<file path="src/sv/pcap_pkg.sv">
// Shared types, widths and codes for the PCA projection engine.
// Used by every module of the block except pcap_ram; depends on nothing.
package pcap_pkg;

	// Sizing of the block.
	localparam int WINDOW_MAX     = 256;
	localparam int COMPONENTS_MAX = 8;
	localparam int SAMPLE_BITS    = 16;
	localparam int COEF_BITS      = 16;
	localparam int ACC_BITS       = 40;
	localparam int PROD_BITS      = SAMPLE_BITS + COEF_BITS;

	// Derived index and count widths.
	localparam int POS_W       = $clog2(WINDOW_MAX);
	localparam int COMP_W      = (COMPONENTS_MAX > 1) ? $clog2(COMPONENTS_MAX) : 1;
	localparam int LEN_EFF_W   = $clog2(WINDOW_MAX + 1);
	localparam int NCOMP_EFF_W = $clog2(COMPONENTS_MAX + 1);

	// Fixed port widths.
	localparam int CMD_BITS      = 1;
	localparam int SIDX_BITS     = 8;
	localparam int CIDX_BITS     = 3;
	localparam int LEN_BITS      = 9;
	localparam int NCOMP_BITS    = 4;
	localparam int CFG_IDX_BITS  = 1;
	localparam int CFG_DATA_BITS = 9;

	// Command codes.
	localparam logic [CMD_BITS-1:0] CMD_LOAD   = 1'b0;
	localparam logic [CMD_BITS-1:0] CMD_SAMPLE = 1'b1;

	// Configuration register indexes.
	localparam logic [CFG_IDX_BITS-1:0] REG_ACTIVE_LENGTH     = 1'b0;
	localparam logic [CFG_IDX_BITS-1:0] REG_ACTIVE_COMPONENTS = 1'b1;

	// Reset values of the configuration registers.
	localparam logic [LEN_BITS-1:0]   LEN_RESET   = 9'd256;
	localparam logic [NCOMP_BITS-1:0] NCOMP_RESET = 4'd8;

	typedef logic signed [SAMPLE_BITS-1:0] sample_t;
	typedef logic signed [COEF_BITS-1:0]   coef_t;
	typedef logic signed [ACC_BITS-1:0]    acc_t;
	typedef coef_t [COMPONENTS_MAX-1:0]    coef_row_t;
	typedef acc_t  [COMPONENTS_MAX-1:0]    acc_row_t;

	// Single-lane write into the coefficient store.
	typedef struct packed {
		logic              en;
		logic [POS_W-1:0]  pos;
		logic [COMP_W-1:0] comp;
		coef_t             data;
	} coef_wr_t;

	// A sample request entering the MAC pipeline.
	typedef struct packed {
		logic    valid;
		logic    last;
		sample_t sample;
	} sample_req_t;

	// Completed window handed from the MAC array to the result queue.
	typedef struct packed {
		logic     done;
		acc_row_t sums;
	} win_result_t;

endpackage

</file>
<file path="src/sv/pcap_result_queue.sv">
// Result bank: holds one window's totals and sends them one per request.
// Depends on pcap_pkg.
module pcap_result_queue
	import pcap_pkg::*;
(
	input  logic                   clk,
	input  logic                   arst_n,
	input  win_result_t            result,
	input  logic [NCOMP_EFF_W-1:0] eff_comps,
	output logic                   busy,
	output logic                   out_valid,
	input  logic                   out_ready,
	output logic [CIDX_BITS-1:0]   component_index,
	output acc_t                   component_value,
	output logic                   last_component
);

	acc_row_t          bank_q;
	logic              busy_q;
	logic [COMP_W-1:0] idx_q;
	logic              load;
	logic              take;
	logic              is_last;

	assign load    = result.done && !busy_q;
	assign take    = busy_q && out_ready;
	assign is_last = idx_q == COMP_W'(eff_comps - 1'b1);

	// Totals are captured only into an empty bank.
	always_ff @(posedge clk) begin
		if (load) begin
			bank_q <= result.sums;
		end
	end

	// Emission counter over the active components.
	always_ff @(posedge clk or negedge arst_n) begin
		if (!arst_n) begin
			busy_q <= 1'b0;
			idx_q  <= '0;
		end else if (load) begin
			busy_q <= 1'b1;
			idx_q  <= '0;
		end else if (take) begin
			if (is_last) begin
				busy_q <= 1'b0;
				idx_q  <= '0;
			end else begin
				idx_q <= idx_q + 1'b1;
			end
		end
	end

	assign busy            = busy_q;
	assign out_valid       = busy_q;
	assign component_index = CIDX_BITS'(idx_q);
	assign component_value = bank_q[idx_q];
	assign last_component  = is_last;

endmodule

</file>
<file path="config.mk">
export PLATFORM = sky130hd
export DESIGN_NAME = pcap_result_queue
export DESIGN_NICKNAME = d
export VERILOG_FILES = /design/src/sv/pcap_pkg.sv /design/src/sv/pcap_result_queue.sv
export SDC_FILE = /design/constraint.sdc
export NUM_CORES = 1
export LEC_CHECK = 0
export BUFFER_PORTS_ARGS = -buffer_cell sky130_fd_sc_hd__buf_4
export CAP_MARGIN = 5
export CORE_ASPECT_RATIO = 1.2
export CORE_MARGIN = 4
export CORE_UTILIZATION = 51
export DETAILED_ROUTE_END_ITERATION = 10
export GPL_TIMING_DRIVEN = 0
export HOLD_SLACK_MARGIN = 0.05
export PLACE_DENSITY = 0.8
export SLEW_MARGIN = 20
export SYNTH_ARGS = -nofsm -noshare
export SYNTH_HDL_FRONTEND = slang
export SYNTH_SLANG_ARGS = --single-unit
</file>
<file path="constraint.sdc">
create_clock -name clk -period 8.2 [get_ports clk]
set_input_delay 0.82 -clock clk [delete_from_list [all_inputs] [get_ports clk]]
set_output_delay 0.82 -clock clk [all_outputs]
set_load 0.1 [all_outputs]
</file>
==> results.sh, run 1 <==
export IMPL_place_gp_congestion=0.769
export IMPL_die_w_um=150
export IMPL_status="finished, final reports clean"
export IMPL_grt_max_degree=117
export IMPL_critPathMaxFanout=10
export IMPL_synthTopCellsByCount="edfxtp_1, mux4_2, mux2_2"
export IMPL_grt_first_pass_wirelength_mm=40.6
export IMPL_endpoint_kind="primary output"
export IMPL_cts_setup_buffers=0
export IMPL_synth_top_area_share=0.774
export IMPL_hold_ws_ns=0.451
export IMPL_dpl_cell_area_mm2=0.0157
export IMPL_synth_avg_cell_area_um2=25.1
export IMPL_synth_ff_type="edfxtp_1"
export IMPL_max_cap_violations=0
export IMPL_grt_ovfl_total=0
export IMPL_drt_total_wl_mm=28.4
export IMPL_crit_arrival_ns=2.72
export IMPL_yosysUniqueCellTypes=25
export IMPL_areaGrowthSynthToFinish_pct=33.7
export IMPL_synthArstFlopShare=0.0123
export IMPL_worstPathRequired_ns=7.38
export IMPL_viasPerCell=5.30
export IMPL_post_drt_wl_per_cell_um=22.8
export IMPL_maxSlewHeadroom=0.462
export IMPL_leakagePower_nw=6.10
export IMPL_cts_max_level=1
export IMPL_drive_gt1_frac=0.567
export IMPL_fin_util=0.692
export IMPL_rsz0062_at_grt="false"
export IMPL_finalSetupViolations=0
export IMPL_finalNetCount=1232
export IMPL_yosys_warnings=0
export IMPL_path_clk_slew_ns=0.06
export IMPL_synth_edff_count=320
export IMPL_die_y_um=179
export IMPL_fin_ws_ns=4.66
export IMPL_io_pins=374
export IMPL_clockBufferDepth=3
export IMPL_peakVddDrop_mv=0.232
export IMPL_startpoint_type="flop"
export IMPL_core_area_mm2=0.0240
export IMPL_antenna_found_initial=0
export IMPL_place_inst=1188
export IMPL_io_buffers=372
export IMPL_finalMaxSlewViolations=0
export IMPL_first_iter_violations=358
export IMPL_hold_viol_final=0
export IMPL_clk_latency_ns=0.54
export IMPL_clock_sinks=324
export IMPL_period_minus_slack_ns=3.54
export IMPL_yosysSeqAreaShare=0.782
export IMPL_tns_ns=0
export IMPL_route_detailed_drc=0
export IMPL_register_area_mm2=0.00971
export IMPL_syn_inst=494
export IMPL_yosys_area_top_type="edfxtp_1"
export IMPL_fmax_mhz=282
export IMPL_start_util=0.518
export IMPL_track_usage=0.204
export IMPL_post_route_period_util=0.432
export IMPL_worstMarginPinSlew_ns=0.807
export IMPL_grt_pass1_vias=7282
export IMPL_synth_area_leaders="edfxtp_1, mux4_2, mux4_1"
export IMPL_synth_cell_area_mm2=0.0124
export IMPL_min_path_type="in2reg"
export IMPL_multi_input_area_mm2=0.00249
export IMPL_numCtsBuffers=31
export IMPL_vias=6595
export IMPL_die_area_mm2=0.0269
export IMPL_worstSetupPathType="reg2out"
export IMPL_totalPowerFinal_mw=6.31
export IMPL_dp_slack_ns=5.17
export IMPL_antenna_cells=0
export IMPL_firstDrtPassIters=4
export IMPL_fin_cells=1244
export IMPL_finClkSkew_ns=0.00463
export IMPL_cts_tree="built"
export IMPL_cellPowerDensity_mw_per_mm2=380
export IMPL_yosysMostFrequentCell="edfxtp_1"
export IMPL_rows=62
export IMPL_final_antenna_net_count=0
export IMPL_ctsRootBufferMaster="clkbuf_16"
export IMPL_hpwlAfterDp_mm=20.4
export IMPL_synth_nets=824
export IMPL_final_area_mm2=0.0166
export IMPL_ys_ff_latch=324
export IMPL_num_fill_cells=1493
## critical path, stage by stage (launching register included)
cell and delay (ns):
dfrtp_1 0.37, buf_2 0.26, clkbuf_1 0.61, mux4_2 0.42, mux2_2 0.29, buf_4 0.24
## path summary, 6_finish.rpt
| kind | slack, ns | startpoint | depth (start not counted) | to |
|---|---|---|---|---|
| max | 4.66 | component_index[1]$_DFFE_PN0P_ | 5 | component_value[0] |
| min | 0.45 | result[266] | 1 | bank_q[266]$_DFFE_PN_ |
| max reg2reg | 5.98 | busy$_DFFE_PN0P_ | 3 | bank_q[4]$_DFFE_PN_ |
| min reg2reg | 0.65 | busy$_DFFE_PN0P_ | 1 | busy$_DFFE_PN0P_ |
| max in group asynchronous | 7.41 | arst_n | 2 | component_index[1]$_DFFE_PN0P_ |
| min in group asynchronous | 0.69 | arst_n | 2 | busy$_DFFE_PN0P_ |
## repair_timing
| action | 4_1_cts | 5_1_grt |
|---|---|---|
| hold buffers | 1 | 0 |
| endpoints found under the hold margin | 4 | 0 |
| gates resized for setup | 0 | 0 |
## cells in the final DEF (no fill, tap or decap), types with 3 or more instances in the layout
cell,n
buf_4,373
edfxtp_1,320
mux4_2,57
mux2_2,40
clkbuf_16,31
mux4_1,23
clkbuf_1,18
clkinv_1,9
buf_12,4
nand2_1,4
dfrtp_1,4
clkinv_2,4
clkinv_4,4
o21ai_1,3
nand3_1,3
## state kept, by name, summed over array words and instances (netlist names)
signal and cells:
bank_q 320, component_index 3, busy 1
## cell type report
class	count	share of cell area
tap	320	0.0241
timing repair buffer	375	0.172
clock buffer	36	0.0479
buffer	24	0.0120
multi-input combinational	143	0.150
clock inverter	19	0.00761
sequential	324	0.585
inverter	3	0.00113
## power breakdown
group	internal [mW]	switching, mW	leakage (nW)
Clock	0.721	0.575	0.448
Sequential	2.09	0.0533	2.95
Combinational	0.910	1.97	2.71
Total	3.72	2.59	6.10
## layer usage
layer | routed length, µm | share of wire | global-route usage | vias up
met1 | 9360 | 0.33 | 0.227 | 3268
li1 | - | - | - | 2943
met4 | 1190 | 0.042 | 0.0843 | 0
met3 | 2390 | 0.084 | 0.0485 | 70
met5 | 0 | 0 | 0 | -
met2 | 15500 | 0.54 | 0.373 | 314
## cells by family (layout without fill, tap and decap cells)
| kind of cell | Yosys count | count (layout) | share of synthesized area |
|---|---|---|---|
| flip-flops | 324 | 324 | 0.782 |
| multiplexers | 120 | 120 | 0.188 |
| buffers and inverters | 27 | 457 | 0.0169 |
| AND/OR/NAND/NOR | 11 | 11 | 0.00433 |
| AO/OA/AOI/OAI | 6 | 6 | 0.00313 |
| XOR/XNOR | 4 | 4 | 0.00282 |
| adder cells (fa/ha/maj) | 2 | 2 | 0.00202 |
Power figures use the tool's default switching activity.
==> inputs of run 2 (changes only) <==
Settings changed: ABC_AREA set to 1, CORE_UTILIZATION 51 to 47, PLACE_DENSITY 0.8 to 0.77.
Clock period 8.2 ns to 2.8 ns, I/O delays scaled along.
==> run 2 against run 1 <==
  * Core utilization grew 8.2 points
  * Final cell count grew 73%
  * Combinational power grew to 4.0 times the previous value
  * Clock skew grew 0.0053 ns
  * Worst setup slack lost 4.6 ns
  * Design area grew 26%
  * Critical path depth grew 4
  * Die area grew 12%
  * Highest routed layer unchanged
==> results.sh, run 2 <==
export IMPL_cellPowerDensity_mw_per_mm2=1060
export IMPL_cts_max_level=2
export IMPL_reg2reg_to="bank_q[213]$_DFFE_PN_"
export IMPL_track_usage=0.321
export IMPL_cts_tree="built"
export IMPL_multi_input_area_mm2=0.00273
export IMPL_combPwrFrac=0.512
export IMPL_core_area_mm2=0.0270
export IMPL_synth_top_area_share=0.749
export IMPL_worstPathRequired_ns=2.52
export IMPL_fin_cells=2149
export IMPL_numCtsBuffers=34
export IMPL_largest_reg_flops=320
export IMPL_syn_inst=1034
export IMPL_route_detailed_drc=0
export IMPL_place_inst=1759
export IMPL_clockBufferDepth=3
export IMPL_vias=11935
export IMPL_dpl_cell_area_mm2=0.0164
export IMPL_critPathMaxFanout=10
export IMPL_die_y_um=189
export IMPL_drive_gt1_frac=0.269
export IMPL_drt_total_wl_mm=50.5
export IMPL_setup_worst_path_start="component_index[0]$_DFFE_PN0P_"
export IMPL_grt_first_pass_wirelength_mm=73.7
export IMPL_final_cell_mix="buf_4, dlygate4sd3_1, edfxtp_1"
export IMPL_viasPerCell=5.55
export IMPL_synth_edff_count=320
export IMPL_fmax_mhz=358
export IMPL_post_drt_wl_per_cell_um=23.5
export IMPL_fin_ws_ns=0.00684
export IMPL_finalNetCount=2106
export IMPL_ys_ff_latch=324
export IMPL_yosysMostFrequentCell="edfxtp_1"
export IMPL_synthArstFlopShare=0.0123
export IMPL_rsz0062_at_grt="true"
export IMPL_worstMarginPinSlew_ns=0.685
export IMPL_io_pins=374
export IMPL_finalSetupViolations=0
export IMPL_leakagePower_nw=8.27
export IMPL_grt_max_degree=31
export IMPL_synth_nets=1364
export IMPL_endpoint="component_value[33]"
export IMPL_power_switching_mw=10.5
export IMPL_totalPowerFinal_mw=22.2
export IMPL_synth_ff_type="edfxtp_1"
export IMPL_power_internal_mw=11.8
export IMPL_switching_share=0.470
export IMPL_clk_latency_ns=0.51
export IMPL_areaGrowthSynthToFinish_pct=62.9
export IMPL_synth_cell_area_mm2=0.0128
export IMPL_reg2reg_from="busy$_DFFE_PN0P_"
export IMPL_yosys_warnings=0
export IMPL_antenna_found_initial=6
export IMPL_seq_power_share=0.277
export IMPL_path_clk_slew_ns=0.07
export IMPL_register_area_mm2=0.00971
export IMPL_synth_area_leaders="edfxtp_1, nor2_1, o21ai_1"
export IMPL_grt_ovfl_total=0
export IMPL_peakVddDrop_mv=1.48
export IMPL_start_util=0.475
export IMPL_fin_util=0.774
export IMPL_min_path_type="in2async"
export IMPL_status="finished, final reports clean"
export IMPL_io_buffers=372
export IMPL_endpoint_kind="primary output"
export IMPL_worstSetupPathType="reg2out"
export IMPL_grt_pass1_vias=12782
export IMPL_final_area_mm2=0.0209
export IMPL_clkPwrFrac=0.211
export IMPL_yosysSeqAreaShare=0.756
export IMPL_num_fill_cells=1453
export IMPL_period_minus_slack_ns=2.79
export IMPL_tns_ns=0
export IMPL_yosys_area_top_type="edfxtp_1"
export IMPL_post_route_period_util=0.998
export IMPL_first_iter_violations=1250
export IMPL_finClkSkew_ns=0.00989
export IMPL_clock_sinks=324
export IMPL_synthTopCellsByCount="edfxtp_1, nor2_1, o21ai_1"
export IMPL_ctsRootBufferMaster="clkbuf_16"
export IMPL_reg2reg_depth=4
export IMPL_synth_avg_cell_area_um2=12.4
export IMPL_die_area_mm2=0.0300
export IMPL_max_cap_violations=0
export IMPL_place_gp_congestion=0.891
export IMPL_hold_ws_ns=0.120
export IMPL_ff2ff_setup_slack_ns=0.79
export IMPL_hold_viol_final=0
export IMPL_hpwlAfterDp_mm=28.5
export IMPL_crit_arrival_ns=2.51
export IMPL_rows=66
export IMPL_die_w_um=159
export IMPL_dp_slack_ns=0.389
export IMPL_firstDrtPassIters=6
export IMPL_top_register="bank_q"
export IMPL_finalMaxSlewViolations=0
export IMPL_final_antenna_net_count=0
export IMPL_maxSlewHeadroom=0.543
export IMPL_startpoint_type="flop"
export IMPL_final_common_cell="buf_4"
export IMPL_yosysUniqueCellTypes=19
## run 2: layer usage
layer	GRT usage	share of wire	up-vias	wire length (µm)
li1	-	-	5148	-
met4	0.178	0.065	0	3290
met2	0.575	0.51	933	25700
met1	0.355	0.34	5631	17000
met5	0	0	-	0
met3	0.0749	0.090	223	4530
## run 2: cells by family (layout without fill, tap and decap cells)
group / count (synthesis) / count (layout) / share of synthesized area
fa+ha+maj: 2 / 2 / 0.00195
simple gates: 391 / 391 / 0.115
compound gates: 241 / 241 / 0.0940
other cells: 0 / 7 / 0
flops: 324 / 324 / 0.756
buf+inv: 76 / 844 / 0.0326
## run 2: final cells by class
cell class	count	share of cell area
flip-flops and latches	324	0.465
repair buffers	706	0.307
multi-input cells	634	0.130
clock buffers	42	0.0452
well taps	340	0.0203
plain buffers	63	0.0198
clock inverters	20	0.00904
inverters	13	0.00257
diodes	7	0.000838
## run 2: what timing repair did
item                                    in CTS  in global routing
endpoints found under the setup margin      23                 39
endpoints found under the hold margin      324                  0
buffers inserted                             0                  0
gates resized for setup                     14                 54
hold buffers                               321                  0
## run 2: power groups by stage
stage | combinational, mW | sequential [mW] | clock [mW]
after floorplan | 7.02 | 6.45 | 0
after global placement | 9.80 | 6.35 | 0
after detailed placement | 10.1 | 6.23 | 0
after CTS | 10.6 | 6.13 | 4.65
after global routing | 11.9 | 6.19 | 4.92
final | 11.4 | 6.16 | 4.69
## run 2: worst min-delay path by stage
stage	start	endpoint	depth (start not counted)
detailed placement	arst_n	busy$_DFFE_PN0P_	1
finish	arst_n	component_index[2]$_DFFE_PN0P_	2
floorplan	arst_n	component_index[0]$_DFFE_PN0P_	0
global placement	arst_n	busy$_DFFE_PN0P_	1
global route	result[320]	busy$_DFFE_PN0P_	4
CTS	result[320]	busy$_DFFE_PN0P_	4
## run 2: worst max-delay path, cell delays in order, from the launching register on
cell and delay [ns]:
dfrtp_1 0.41, buf_6 0.19, inv_6 0.14, buf_6 0.20, buf_4 0.23, nor2_1 0.11, o21ai_2 0.24, nand2_1 0.09
nand2_1 0.13, buf_6 0.24
